`src/rtl/core/assert_macros.svh`:
```
// Assertion macros shared by the decoder RTL; empty when SYNTH is defined.
`ifndef ASSERT_MACROS_SVH
`define ASSERT_MACROS_SVH

`ifndef SYNTH
// Condition must hold at every clock edge out of reset.
`define ASSERT_ALWAYS(label, clk, rst_n, cond) \
	label: assert property (@(posedge clk) disable iff (!rst_n) (cond)) \
		else $error("%m: assertion failed");
// Antecedent implies consequent in the same cycle.
`define ASSERT_IMPLIES(label, clk, rst_n, ante, cons) \
	label: assert property (@(posedge clk) disable iff (!rst_n) (ante) |-> (cons)) \
		else $error("%m: assertion failed");
// Antecedent implies consequent in the following cycle.
`define ASSERT_NEXT(label, clk, rst_n, ante, cons) \
	label: assert property (@(posedge clk) disable iff (!rst_n) (ante) |=> (cons)) \
		else $error("%m: assertion failed");
`else
`define ASSERT_ALWAYS(label, clk, rst_n, cond)
`define ASSERT_IMPLIES(label, clk, rst_n, ante, cons)
`define ASSERT_NEXT(label, clk, rst_n, ante, cons)
`endif

`endif

```
`src/rtl/core/afc_pkg.sv`:
```
// Shared types and constants for the AFC ADPCM frame decoder.
`timescale 1ns / 1ps

package afc_pkg;

	// Coefficient table geometry.
	localparam int COEF_PAIRS = 16;
	localparam int COEF_IDX_W = $clog2(COEF_PAIRS);

	// Command codes of the input channel.
	localparam logic [1:0] CMD_LOAD_COEF  = 2'd0;
	localparam logic [1:0] CMD_FRAME_BYTE = 2'd1;
	localparam logic [1:0] CMD_SET_HIST   = 2'd2;

	// Frame lengths in bytes, header included.
	localparam logic [3:0] FRAME_LEN_4BIT = 4'd9;
	localparam logic [3:0] FRAME_LEN_2BIT = 4'd5;

	// Index of the last sample of a byte in each mode.
	localparam logic [1:0] LAST_K_4BIT = 2'd1;
	localparam logic [1:0] LAST_K_2BIT = 2'd3;

	// Code alignment and accumulator scaling.
	localparam int SHIFT_4BIT = 11;
	localparam int SHIFT_2BIT = 13;
	localparam int ACC_SHIFT  = 11;
	localparam int ACC_W      = 34;

	// Saturation limits.
	localparam logic signed [15:0] PCM_MAX = 16'sh7fff;
	localparam logic signed [15:0] PCM_MIN = 16'sh8000;

	// Queue between front and back.
	localparam int QUEUE_DEPTH = 2;
	localparam int QPTR_W      = (QUEUE_DEPTH > 1) ? $clog2(QUEUE_DEPTH) : 1;
	localparam int QCNT_W      = $clog2(QUEUE_DEPTH + 1);

	typedef enum logic {
		OP_SET_HIST,
		OP_DATA
	} op_kind_t;

	// One queued operation. For OP_SET_HIST, word_a and word_b carry the
	// newest and older history samples; for OP_DATA, the newer and older
	// coefficients of the frame.
	typedef struct packed {
		op_kind_t          kind;
		logic [7:0]        data_byte;
		logic [3:0]        scale;
		logic signed [15:0] word_a;
		logic signed [15:0] word_b;
		logic              two_bit;
		logic              frame_end;
	} op_t;

	typedef enum logic [1:0] {
		BK_IDLE,
		BK_MUL,
		BK_ACC
	} back_state_t;

endpackage

```
`src/rtl/core/afc_ifs.sv`:
```
// Channel interfaces of the AFC ADPCM frame decoder.
`timescale 1ns / 1ps

// Command and frame byte channel.
interface afc_cmd_if;
	logic               valid;
	logic               ready;
	logic [1:0]         cmd;
	logic [7:0]         data_byte;
	logic [3:0]         coef_slot;
	logic signed [15:0] coef_newer;
	logic signed [15:0] coef_older;
	logic signed [15:0] history_newest;
	logic signed [15:0] history_older;

	modport source (
		output valid, cmd, data_byte, coef_slot, coef_newer, coef_older,
			history_newest, history_older,
		input ready
	);
	modport sink (
		input valid, cmd, data_byte, coef_slot, coef_newer, coef_older,
			history_newest, history_older,
		output ready
	);
endinterface

// Decoded sample channel.
interface afc_pcm_if;
	logic               valid;
	logic               ready;
	logic signed [15:0] pcm_sample;
	logic               last_of_byte;
	logic               frame_end;

	modport source (output valid, pcm_sample, last_of_byte, frame_end, input ready);
	modport sink (input valid, pcm_sample, last_of_byte, frame_end, output ready);
endinterface

// Mode register write channel.
interface afc_cfg_if;
	logic valid;
	logic ready;
	logic two_bit_mode;

	modport source (output valid, two_bit_mode, input ready);
	modport sink (input valid, two_bit_mode, output ready);
endinterface

```
`src/rtl/core/afc_front.sv`:
```
// Front end: accepts commands, tracks frame position and coefficients, queues work.
`timescale 1ns / 1ps

module afc_front (
	input  logic          clk,
	input  logic          arst_n,
	afc_cfg_if.sink       cfg,
	afc_cmd_if.sink       cmd_ch,
	input  logic          q_full,
	output logic          q_push,
	output afc_pkg::op_t  q_data
);

	logic                             two_bit_mode_q;
	logic [3:0]                       byte_pos_q;
	logic [3:0]                       frame_scale_q;
	logic [afc_pkg::COEF_IDX_W-1:0]   frame_coef_index_q;
	logic [31:0]                      coef_table_q [afc_pkg::COEF_PAIRS];

	logic       accept;
	logic       is_header;
	logic [3:0] frame_len;
	logic       ends;
	logic       push_sel;
	logic [31:0] coef_pair;

	// The mode register is always writable.
	assign cfg.ready = 1'b1;

	// Commands stall only when the queue has no room.
	assign cmd_ch.ready = !q_full;
	assign accept       = cmd_ch.valid && cmd_ch.ready;

	// Frame position decode.
	assign is_header = (byte_pos_q == 4'd0);
	assign frame_len = two_bit_mode_q ? afc_pkg::FRAME_LEN_2BIT : afc_pkg::FRAME_LEN_4BIT;
	assign ends      = ({1'b0, byte_pos_q} + 5'd1) >= {1'b0, frame_len};
	assign coef_pair = coef_table_q[frame_coef_index_q];

	// Classify the command and build the queued operation.
	always_comb begin
		push_sel = 1'b0;
		q_data.kind      = afc_pkg::OP_DATA;
		q_data.data_byte = cmd_ch.data_byte;
		q_data.scale     = frame_scale_q;
		q_data.word_a    = coef_pair[31:16];
		q_data.word_b    = coef_pair[15:0];
		q_data.two_bit   = two_bit_mode_q;
		q_data.frame_end = ends;
		case (cmd_ch.cmd)
			afc_pkg::CMD_SET_HIST: begin
				push_sel      = 1'b1;
				q_data.kind   = afc_pkg::OP_SET_HIST;
				q_data.word_a = cmd_ch.history_newest;
				q_data.word_b = cmd_ch.history_older;
			end
			afc_pkg::CMD_FRAME_BYTE: begin
				push_sel = !is_header;
			end
			default: begin
				push_sel = 1'b0;
			end
		endcase
	end

	assign q_push = accept && push_sel;

	// Mode register.
	always_ff @(posedge clk or negedge arst_n) begin
		if (!arst_n) begin
			two_bit_mode_q <= 1'b0;
		end else if (cfg.valid && cfg.ready) begin
			two_bit_mode_q <= cfg.two_bit_mode;
		end
	end

	// Frame header state and byte position.
	always_ff @(posedge clk or negedge arst_n) begin
		if (!arst_n) begin
			byte_pos_q         <= 4'd0;
			frame_scale_q      <= 4'd0;
			frame_coef_index_q <= '0;
		end else if (accept) begin
			case (cmd_ch.cmd)
				afc_pkg::CMD_SET_HIST: begin
					byte_pos_q <= 4'd0;
				end
				afc_pkg::CMD_FRAME_BYTE: begin
					if (is_header) begin
						frame_scale_q      <= cmd_ch.data_byte[7:4];
						frame_coef_index_q <= cmd_ch.data_byte[afc_pkg::COEF_IDX_W-1:0];
						byte_pos_q         <= 4'd1;
					end else if (ends) begin
						byte_pos_q <= 4'd0;
					end else begin
						byte_pos_q <= byte_pos_q + 4'd1;
					end
				end
				default: begin
					byte_pos_q <= byte_pos_q;
				end
			endcase
		end
	end

	// Coefficient pairs, newer in the high half.
	always_ff @(posedge clk) begin
		if (accept && (cmd_ch.cmd == afc_pkg::CMD_LOAD_COEF)) begin
			coef_table_q[cmd_ch.coef_slot[afc_pkg::COEF_IDX_W-1:0]] <=
				{cmd_ch.coef_newer, cmd_ch.coef_older};
		end
	end

endmodule

```
`src/rtl/core/afc_queue.sv`:
```
// Short operation queue between the front end and the sample engine.
`timescale 1ns / 1ps

`include "assert_macros.svh"

module afc_queue (
	input  logic          clk,
	input  logic          arst_n,
	input  logic          push,
	input  afc_pkg::op_t  push_data,
	input  logic          pop,
	output logic          full,
	output logic          nonempty,
	output afc_pkg::op_t  head
);

	afc_pkg::op_t                  entries_q [afc_pkg::QUEUE_DEPTH];
	logic [afc_pkg::QPTR_W-1:0]    wr_ptr_q;
	logic [afc_pkg::QPTR_W-1:0]    rd_ptr_q;
	logic [afc_pkg::QCNT_W-1:0]    count_q;

	localparam logic [afc_pkg::QPTR_W-1:0] PTR_LAST = afc_pkg::QPTR_W'(afc_pkg::QUEUE_DEPTH - 1);
	localparam logic [afc_pkg::QCNT_W-1:0] CNT_FULL = afc_pkg::QCNT_W'(afc_pkg::QUEUE_DEPTH);

	assign full     = (count_q == CNT_FULL);
	assign nonempty = (count_q != '0);
	assign head     = entries_q[rd_ptr_q];

	// Entry storage.
	always_ff @(posedge clk) begin
		if (push) begin
			entries_q[wr_ptr_q] <= push_data;
		end
	end

	// Pointers and occupancy.
	always_ff @(posedge clk or negedge arst_n) begin
		if (!arst_n) begin
			wr_ptr_q <= '0;
			rd_ptr_q <= '0;
			count_q  <= '0;
		end else begin
			if (push) begin
				wr_ptr_q <= (wr_ptr_q == PTR_LAST) ? '0 : wr_ptr_q + 1'b1;
			end
			if (pop) begin
				rd_ptr_q <= (rd_ptr_q == PTR_LAST) ? '0 : rd_ptr_q + 1'b1;
			end
			if (push && !pop) begin
				count_q <= count_q + 1'b1;
			end else if (pop && !push) begin
				count_q <= count_q - 1'b1;
			end
		end
	end

	`ASSERT_ALWAYS(a_no_push_full, clk, arst_n, !(push && full && !pop))
	`ASSERT_ALWAYS(a_no_pop_empty, clk, arst_n, !(pop && !nonempty))
	`ASSERT_ALWAYS(a_count_bound, clk, arst_n, count_q <= CNT_FULL)

endmodule

```
`src/rtl/core/afc_back.sv`:
```
// Sample engine: applies queued history loads and expands each queued byte into samples through a two-phase MAC.
`timescale 1ns / 1ps

`include "assert_macros.svh"

module afc_back (
	input  logic          clk,
	input  logic          arst_n,
	input  logic          q_nonempty,
	input  afc_pkg::op_t  q_head,
	output logic          q_pop,
	afc_pcm_if.source     pcm_ch
);

	afc_pkg::back_state_t state_q, state_d;

	afc_pkg::op_t        op_q;
	logic [1:0]          k_q;
	logic signed [15:0]  hist_n_q;
	logic signed [15:0]  hist_o_q;
	logic signed [31:0]  p_new_s1;
	logic signed [31:0]  p_old_s1;
	logic signed [29:0]  term_s1;

	logic                out_valid_q;
	logic signed [15:0]  pcm_q;
	logic                last_of_byte_q;
	logic                frame_end_q;

	logic                out_free;
	logic [1:0]          last_k;
	logic                is_last;
	logic                start_op;
	logic                load_hist;
	logic                do_mul;
	logic                emit;

	logic [7:0]          byte_2b;
	logic [7:0]          byte_4b;
	logic signed [14:0]  code_shifted;
	logic signed [29:0]  term;
	logic signed [afc_pkg::ACC_W-1:0] acc_sum;
	logic signed [afc_pkg::ACC_W-1:0] acc_shr;
	logic signed [15:0]  sample;

	assign out_free = !out_valid_q || pcm_ch.ready;
	assign last_k   = op_q.two_bit ? afc_pkg::LAST_K_2BIT : afc_pkg::LAST_K_4BIT;
	assign is_last  = (k_q == last_k);

	// Next state.
	always_comb begin
		state_d = state_q;
		case (state_q)
			afc_pkg::BK_IDLE: begin
				if (q_nonempty && (q_head.kind == afc_pkg::OP_DATA)) begin
					state_d = afc_pkg::BK_MUL;
				end
			end
			afc_pkg::BK_MUL: begin
				state_d = afc_pkg::BK_ACC;
			end
			afc_pkg::BK_ACC: begin
				if (out_free) begin
					state_d = is_last ? afc_pkg::BK_IDLE : afc_pkg::BK_MUL;
				end
			end
			default: begin
				state_d = afc_pkg::BK_IDLE;
			end
		endcase
	end

	// State outputs.
	always_comb begin
		q_pop     = 1'b0;
		start_op  = 1'b0;
		load_hist = 1'b0;
		do_mul    = 1'b0;
		emit      = 1'b0;
		case (state_q)
			afc_pkg::BK_IDLE: begin
				q_pop     = q_nonempty;
				start_op  = q_nonempty && (q_head.kind == afc_pkg::OP_DATA);
				load_hist = q_nonempty && (q_head.kind == afc_pkg::OP_SET_HIST);
			end
			afc_pkg::BK_MUL: begin
				do_mul = 1'b1;
			end
			afc_pkg::BK_ACC: begin
				emit = out_free;
			end
			default: begin
				q_pop = 1'b0;
			end
		endcase
	end

	// Code of the current sample, high bits of the byte first.
	assign byte_2b = op_q.data_byte << {k_q, 1'b0};
	assign byte_4b = op_q.data_byte << {k_q[0], 2'b00};
	assign code_shifted = op_q.two_bit ?
		{byte_2b[7:6], {afc_pkg::SHIFT_2BIT{1'b0}}} :
		{byte_4b[7:4], {afc_pkg::SHIFT_4BIT{1'b0}}};
	assign term = 30'(code_shifted) <<< op_q.scale;

	// Sum, arithmetic shift and saturation.
	assign acc_sum = afc_pkg::ACC_W'(p_new_s1) + afc_pkg::ACC_W'(p_old_s1)
		+ afc_pkg::ACC_W'(term_s1);
	assign acc_shr = acc_sum >>> afc_pkg::ACC_SHIFT;
	always_comb begin
		if (acc_shr[afc_pkg::ACC_W-1:15] == '0 || acc_shr[afc_pkg::ACC_W-1:15] == '1) begin
			sample = acc_shr[15:0];
		end else if (acc_shr[afc_pkg::ACC_W-1]) begin
			sample = afc_pkg::PCM_MIN;
		end else begin
			sample = afc_pkg::PCM_MAX;
		end
	end

	// Control registers and history.
	always_ff @(posedge clk or negedge arst_n) begin
		if (!arst_n) begin
			state_q  <= afc_pkg::BK_IDLE;
			k_q      <= 2'd0;
			hist_n_q <= 16'sd0;
			hist_o_q <= 16'sd0;
		end else begin
			state_q <= state_d;
			if (start_op) begin
				k_q <= 2'd0;
			end else if (emit) begin
				k_q <= k_q + 2'd1;
			end
			if (load_hist) begin
				hist_n_q <= q_head.word_a;
				hist_o_q <= q_head.word_b;
			end else if (emit) begin
				hist_n_q <= sample;
				hist_o_q <= hist_n_q;
			end
		end
	end

	// Operation and product registers.
	always_ff @(posedge clk) begin
		if (start_op) begin
			op_q <= q_head;
		end
		if (do_mul) begin
			p_new_s1 <= hist_n_q * op_q.word_a;
			p_old_s1 <= hist_o_q * op_q.word_b;
			term_s1  <= term;
		end
	end

	// Output register.
	always_ff @(posedge clk or negedge arst_n) begin
		if (!arst_n) begin
			out_valid_q <= 1'b0;
		end else if (emit) begin
			out_valid_q <= 1'b1;
		end else if (pcm_ch.ready) begin
			out_valid_q <= 1'b0;
		end
	end

	always_ff @(posedge clk) begin
		if (emit) begin
			pcm_q          <= sample;
			last_of_byte_q <= is_last;
			frame_end_q    <= is_last && op_q.frame_end;
		end
	end

	assign pcm_ch.valid        = out_valid_q;
	assign pcm_ch.pcm_sample   = pcm_q;
	assign pcm_ch.last_of_byte = last_of_byte_q;
	assign pcm_ch.frame_end    = frame_end_q;

	`ASSERT_NEXT(a_stall_holds_hist, clk, arst_n, (state_q == afc_pkg::BK_ACC) && !out_free, $stable(hist_n_q) && (state_q == afc_pkg::BK_ACC))
	`ASSERT_IMPLIES(a_frame_end_last, clk, arst_n, out_valid_q && frame_end_q, last_of_byte_q)
	`ASSERT_IMPLIES(a_k_in_range, clk, arst_n, state_q != afc_pkg::BK_IDLE, k_q <= last_k)

endmodule

```
`src/rtl/core/afc_adpcm_frame_decoder.sv`:
```
// Top level of the AFC ADPCM frame decoder.
//
//   Channel  Role   Carries
//   cfg      sink   two_bit_mode register write
//   cmd_ch   sink   cmd, data_byte, coef_slot, coef_newer/older, history_newest/older
//   pcm_ch   source pcm_sample, last_of_byte, frame_end
//
// Coefficient loads, headers and unused commands are handled in the front end and not queued.
// A data byte leaves the queue, then each of its samples takes a multiply phase and an
// accumulate phase in the shared multiply-accumulate, holding in the accumulate phase
// while the sample sink stalls; a history load is applied as it leaves the queue.
// A two-entry queue lets the front accept commands while the engine works or stalls.
// Reset clears history, frame position and mode; coefficient pairs are unset.
`timescale 1ns / 1ps

module afc_adpcm_frame_decoder (
	input  logic       clk,
	input  logic       arst_n,
	afc_cfg_if.sink    cfg,
	afc_cmd_if.sink    cmd_ch,
	afc_pcm_if.source  pcm_ch
);

	logic          q_full;
	logic          q_push;
	logic          q_pop;
	logic          q_nonempty;
	afc_pkg::op_t  q_in;
	afc_pkg::op_t  q_head;

	// Command classification and frame tracking.
	afc_front u_front (
		.clk    (clk),
		.arst_n (arst_n),
		.cfg    (cfg),
		.cmd_ch (cmd_ch),
		.q_full (q_full),
		.q_push (q_push),
		.q_data (q_in)
	);

	// Decoupling queue.
	afc_queue u_queue (
		.clk       (clk),
		.arst_n    (arst_n),
		.push      (q_push),
		.push_data (q_in),
		.pop       (q_pop),
		.full      (q_full),
		.nonempty  (q_nonempty),
		.head      (q_head)
	);

	// Sample engine.
	afc_back u_back (
		.clk        (clk),
		.arst_n     (arst_n),
		.q_nonempty (q_nonempty),
		.q_head     (q_head),
		.q_pop      (q_pop),
		.pcm_ch     (pcm_ch)
	);

endmodule
```
`src/flat_wrapper.sv`:
```
// flat-port wrapper written by rule: the top's interface ports become plain ports
module afc_adpcm_frame_decoder_flat 
  (clk, arst_n, cfg_valid, cfg_two_bit_mode, cfg_ready, cmd_ch_valid, cmd_ch_cmd, cmd_ch_data_byte, cmd_ch_coef_slot, cmd_ch_coef_newer, cmd_ch_coef_older, cmd_ch_history_newest, cmd_ch_history_older, cmd_ch_ready, pcm_ch_valid, pcm_ch_pcm_sample, pcm_ch_last_of_byte, pcm_ch_frame_end, pcm_ch_ready);
  afc_cfg_if cfg_i ();
  afc_cmd_if cmd_ch_i ();
  afc_pcm_if pcm_ch_i ();
  input  logic clk;
  input  logic arst_n;
  input wire logic [$bits(cfg_i.valid)-1:0] cfg_valid;
  input wire logic [$bits(cfg_i.two_bit_mode)-1:0] cfg_two_bit_mode;
  output wire logic [$bits(cfg_i.ready)-1:0] cfg_ready;
  input wire logic [$bits(cmd_ch_i.valid)-1:0] cmd_ch_valid;
  input wire logic [$bits(cmd_ch_i.cmd)-1:0] cmd_ch_cmd;
  input wire logic [$bits(cmd_ch_i.data_byte)-1:0] cmd_ch_data_byte;
  input wire logic [$bits(cmd_ch_i.coef_slot)-1:0] cmd_ch_coef_slot;
  input wire logic [$bits(cmd_ch_i.coef_newer)-1:0] cmd_ch_coef_newer;
  input wire logic [$bits(cmd_ch_i.coef_older)-1:0] cmd_ch_coef_older;
  input wire logic [$bits(cmd_ch_i.history_newest)-1:0] cmd_ch_history_newest;
  input wire logic [$bits(cmd_ch_i.history_older)-1:0] cmd_ch_history_older;
  output wire logic [$bits(cmd_ch_i.ready)-1:0] cmd_ch_ready;
  output wire logic [$bits(pcm_ch_i.valid)-1:0] pcm_ch_valid;
  output wire logic [$bits(pcm_ch_i.pcm_sample)-1:0] pcm_ch_pcm_sample;
  output wire logic [$bits(pcm_ch_i.last_of_byte)-1:0] pcm_ch_last_of_byte;
  output wire logic [$bits(pcm_ch_i.frame_end)-1:0] pcm_ch_frame_end;
  input wire logic [$bits(pcm_ch_i.ready)-1:0] pcm_ch_ready;
  assign cfg_i.valid = cfg_valid;
  assign cfg_i.two_bit_mode = cfg_two_bit_mode;
  assign cfg_ready = cfg_i.ready;
  assign cmd_ch_i.valid = cmd_ch_valid;
  assign cmd_ch_i.cmd = cmd_ch_cmd;
  assign cmd_ch_i.data_byte = cmd_ch_data_byte;
  assign cmd_ch_i.coef_slot = cmd_ch_coef_slot;
  assign cmd_ch_i.coef_newer = cmd_ch_coef_newer;
  assign cmd_ch_i.coef_older = cmd_ch_coef_older;
  assign cmd_ch_i.history_newest = cmd_ch_history_newest;
  assign cmd_ch_i.history_older = cmd_ch_history_older;
  assign cmd_ch_ready = cmd_ch_i.ready;
  assign pcm_ch_valid = pcm_ch_i.valid;
  assign pcm_ch_pcm_sample = pcm_ch_i.pcm_sample;
  assign pcm_ch_last_of_byte = pcm_ch_i.last_of_byte;
  assign pcm_ch_frame_end = pcm_ch_i.frame_end;
  assign pcm_ch_i.ready = pcm_ch_ready;
  afc_adpcm_frame_decoder u_core (.clk(clk), .arst_n(arst_n), .cfg(cfg_i), .cmd_ch(cmd_ch_i), .pcm_ch(pcm_ch_i));
endmodule
```
`config.mk`:
```
export PLATFORM = sky130hd
export DESIGN_NAME = afc_adpcm_frame_decoder_flat
export DESIGN_NICKNAME = d
export VERILOG_FILES = /design/src/rtl/core/afc_pkg.sv /design/src/rtl/core/afc_ifs.sv /design/src/rtl/core/afc_front.sv /design/src/rtl/core/afc_queue.sv /design/src/rtl/core/afc_back.sv /design/src/rtl/core/afc_adpcm_frame_decoder.sv /design/src/flat_wrapper.sv
export VERILOG_INCLUDE_DIRS = /design/src /design/src/rtl/core
export SDC_FILE = /design/constraint.sdc
export NUM_CORES = 2
export LEC_CHECK = 0
export ABC_AREA = 0
export BUFFER_PORTS_ARGS = -buffer_cell sky130_fd_sc_hd__buf_2
export CORE_MARGIN = 5
export CORE_UTILIZATION = 45
export CTS_BUF_LIST = sky130_fd_sc_hd__clkbuf_8
export DETAILED_ROUTE_END_ITERATION = 10
export PLACE_DENSITY = 0.62
export SYNTH_ARGS = -nofsm -noshare
export SYNTH_HDL_FRONTEND = slang
export SYNTH_HIERARCHICAL = 1
export SYNTH_SLANG_ARGS = --single-unit
```
`constraint.sdc`:
```
create_clock -name clk -period 7.8 [get_ports clk]
set_input_delay 0.78 -clock clk [delete_from_list [all_inputs] [get_ports clk]]
set_output_delay 0.78 -clock clk [all_outputs]
set_load 0.005 [all_outputs]
```
==> metrics.txt <==
wire per inst roughly 22 um; First-pass DRT Iterations 5; I/O pins 105; Arrival @ worst endpoint between 7 and 8 ns; CP Data Required Time 8.34 ns; #FFs+latches synth ~810; Final #Nets 4833; # rows 125; Setup crit start kind flip-flop; Clk Latency, worst-skew pair 0.80 ns; detailed-route via count 30.1k; Buf+Inv Stages, Crit Path 5; post_cts resized 0; Top delay family on crit path adder cells; Cell Area, Synth between 50000 and 60000 um2; Yosys cell types between 80 and 90; Final Cycle Share 0.909; prevailing post-synth register cell edfxtp_1; FF-to-FF End u_core/u_back/p_new_s1[31]; clock-pin slew on the worst setup and hold paths approximately 0.06 ns; die area about 120000 um2; CTS H-tree depth 4; Post-DP HPWL roughly 87 mm; Tot GR Track Use 0.206; Starting Density 0.452; Crit Reg-Reg Startpoint u_core/u_back/op_q[19]; Final Wtd Congestion ~0.84; CTS tree built; worst-path cell with the longest stage delay edfxtp_1; Area after DPL 54500 um2; I/O Buffers about 100; Worst Path Class, Setup reg -> reg; worst slew pin tran between 1 and 1.5 ns; CTS Root Cell clkbuf_8; Min Clock Period, post-route 7.09 ns; CP startpoint u_core/u_back/op_q[19]; clk buf depth 3; grt total ovfl 0; Critical Path End u_core/u_back/p_new_s1[31]; Final Skew 0.0588 ns; Die H ~350 um; YS warnings 6; Final Max Tran Viols 0; CP Cell Sequence nand2_1, inv_1, fa_1, inv_1, fa_1, fa_1, inv_1, fa_1, fa_1, inv_1, fa_1, inv_1, ha_1, a21o_1, a21o_1, a21o_1, a21oi_1, o21ai_0, a31o_2, o311ai_0, nand2_1, a211oi_1, a21oi_1, xnor2_1; Worst Setup Slack, final ~0.71 ns; max cap viols 0; cell mode on critical path fa_1; CP Capture Type flip-flop; worst reg-to-reg path cell count 24; Routed WL roughly 120 mm; initial antenna violation count 15; Detail Route Antenna Nets 0; hold_buf cts 0; Worst Hold Margin 0.194 ns; Avg Cell Area, Syn roughly 14 um2; share of flip-flops with an asynchronous set or reset 0.0669; Synthesized Nets about 4.7k; P&R area growth vs syn 9.11%; fin area ~57000 um2; post-synthesis sequential area ratio 0.457; status completed; CTS Buf Count around 140; critical path's largest stage delay between 0.6 and 0.7 ns; vias in the first global route 32.0k; Setup Buffers After CTS 0; max frequency ~140 MHz; CP Max Fanout 16; dpl ws between 0.7 and 0.8 ns; Mapped Cells between 3k and 4k; Hold Violations, Final 0; Post-route DRC 0; 1st-iter DRT viols around 2.1k; Final Setup Violations 0; layout cells sized above 1 0.135; Sink Count approximately 810; EDFF count, synth 753; Core ar. approximately 120000 um2; Die Wd 351 um; Slew headroom 0.279; RSZ-0062 raised after global routing false; Tightest Hold Check Type in -> async; global-route wire length before repair about 190 mm; pin count of the biggest net entering global routing 97; Crit. path cell count 24; R2R setup slack roughly 0.71 ns; final setup TNS 0 ns; vias per cell approximately 5.3
[synth_stat cells, drive strengths merged (40+ instances only)]
master / count / area share
inv: 599 / 0.043
and2: 260 / 0.031
mux2: 57 / 0.014
xnor2: 72 / 0.012
a21o: 59 / 0.0085
nand2: 308 / 0.022
o221ai: 46 / 0.0089
ha: 214 / 0.051
mux2i: 40 / 0.0076
dfrtp: 54 / 0.026
clkbuf: 111 / 0.0080
nor2: 92 / 0.0067
mux4: 128 / 0.057
a21oi: 146 / 0.014
edfxtp: 753 / 0.43
buf: 60 / 0.0091
o21ai: 41 / 0.0041
fa: 545 / 0.21
[cell families after synthesis]
family / after synthesis / synth area share
buffers and inverters: 771 / 0.0601
AND/OR/NAND/NOR: 801 / 0.0767
flip-flops: 807 / 0.457
other: 1 / 0.0000716
multiplexers: 225 / 0.0782
adder cells (fa/ha/maj): 759 / 0.259
XOR/XNOR: 102 / 0.0171
AO/OA/AOI/OAI: 391 / 0.0510
[placed cells by master, fill, tap and decap left out, types with 25 or more instances in the layout]
master and instances:
nor3_1 25, mux4_2 102, mux4_1 26, o21ai_0 37, o221ai_1 36, buf_2 103
xnor2_1 72, xor2_1 30, and2_1 256, inv_1 649, nor2_1 78, clkinv_1 26
fa_1 545, a21oi_1 145, nand2b_1 25, mux2_2 31, edfxtp_1 753, dfrtp_1 50
clkbuf_8 138, nand2_1 308, mux2i_1 40, a21o_1 59, buf_4 61, ha_1 213
[stage by stage]
step                      cells   util
after CTS                  5619  0.493
after global placement     5375  0.471
final                      5631  0.493
after detailed placement   5375  0.471
after floorplan            3857      -
after global routing       5620  0.493
[layer usage]
| layer | global-route usage | share of wire |
|---|---|---|
| met5 | 0 | 0.00028 |
| met1 | 0.275 | 0.41 |
| met2 | 0.338 | 0.49 |
| met4 | 0.0674 | 0.031 |
| met3 | 0.0459 | 0.068 |
[worst min-delay path by stage]
stage / start / end / depth (start not counted)
finish: arst_n / u_core/u_back/hist_o_q[14] / 2
global placement: u_core/u_front/frame_scale_q[1] / u_core/u_queue/entries_q[0][35] / 0
detailed placement: u_core/u_front/frame_scale_q[1] / u_core/u_queue/entries_q[1][35] / 0
CTS: cmd_ch_data_byte[5] / u_core/u_queue/entries_q[0][43] / 1
global route: cmd_ch_data_byte[5] / u_core/u_queue/entries_q[0][43] / 1
floorplan: u_core/u_front/frame_scale_q[0] / u_core/u_queue/entries_q[0][34] / 0
[registers in the layout, summed over array words and instances (netlist names), 2 cells and up]
name / cells
u_core/u_front/frame_coef_index_q: 4
u_core/u_front/byte_pos_q: 4
u_core/u_back/pcm_ch.pcm_sample: 16
u_core/u_front/coef_table_q: 512
u_core/u_front/frame_scale_q: 4
u_core/u_back/p_old_s1: 32
u_core/u_back/op_q: 46
u_core/u_back/state_q: 2
u_core/u_back/hist_n_q: 16
u_core/u_queue/entries_q: 94
u_core/u_back/term_s1: 19
u_core/u_back/hist_o_q: 16
u_core/u_queue/count_q: 2
u_core/u_back/p_new_s1: 32
u_core/u_back/k_q: 2
[final cells by class]
cell class	instances	area [um2]
Timing Repair Buffer	165	993
Antenna cell	12	30.0
Sequential cell	807	24000
Clock inverter	106	687
Multi-Input combinational cell	2279	25400
Clock buffer	138	1900
Inverter	600	2250
Fill cell	9962	58700
Tap cell	1524	1910
Power is not shown: default switching activity piles up to over one toggle a cycle in this logic, so the estimate is an artifact.
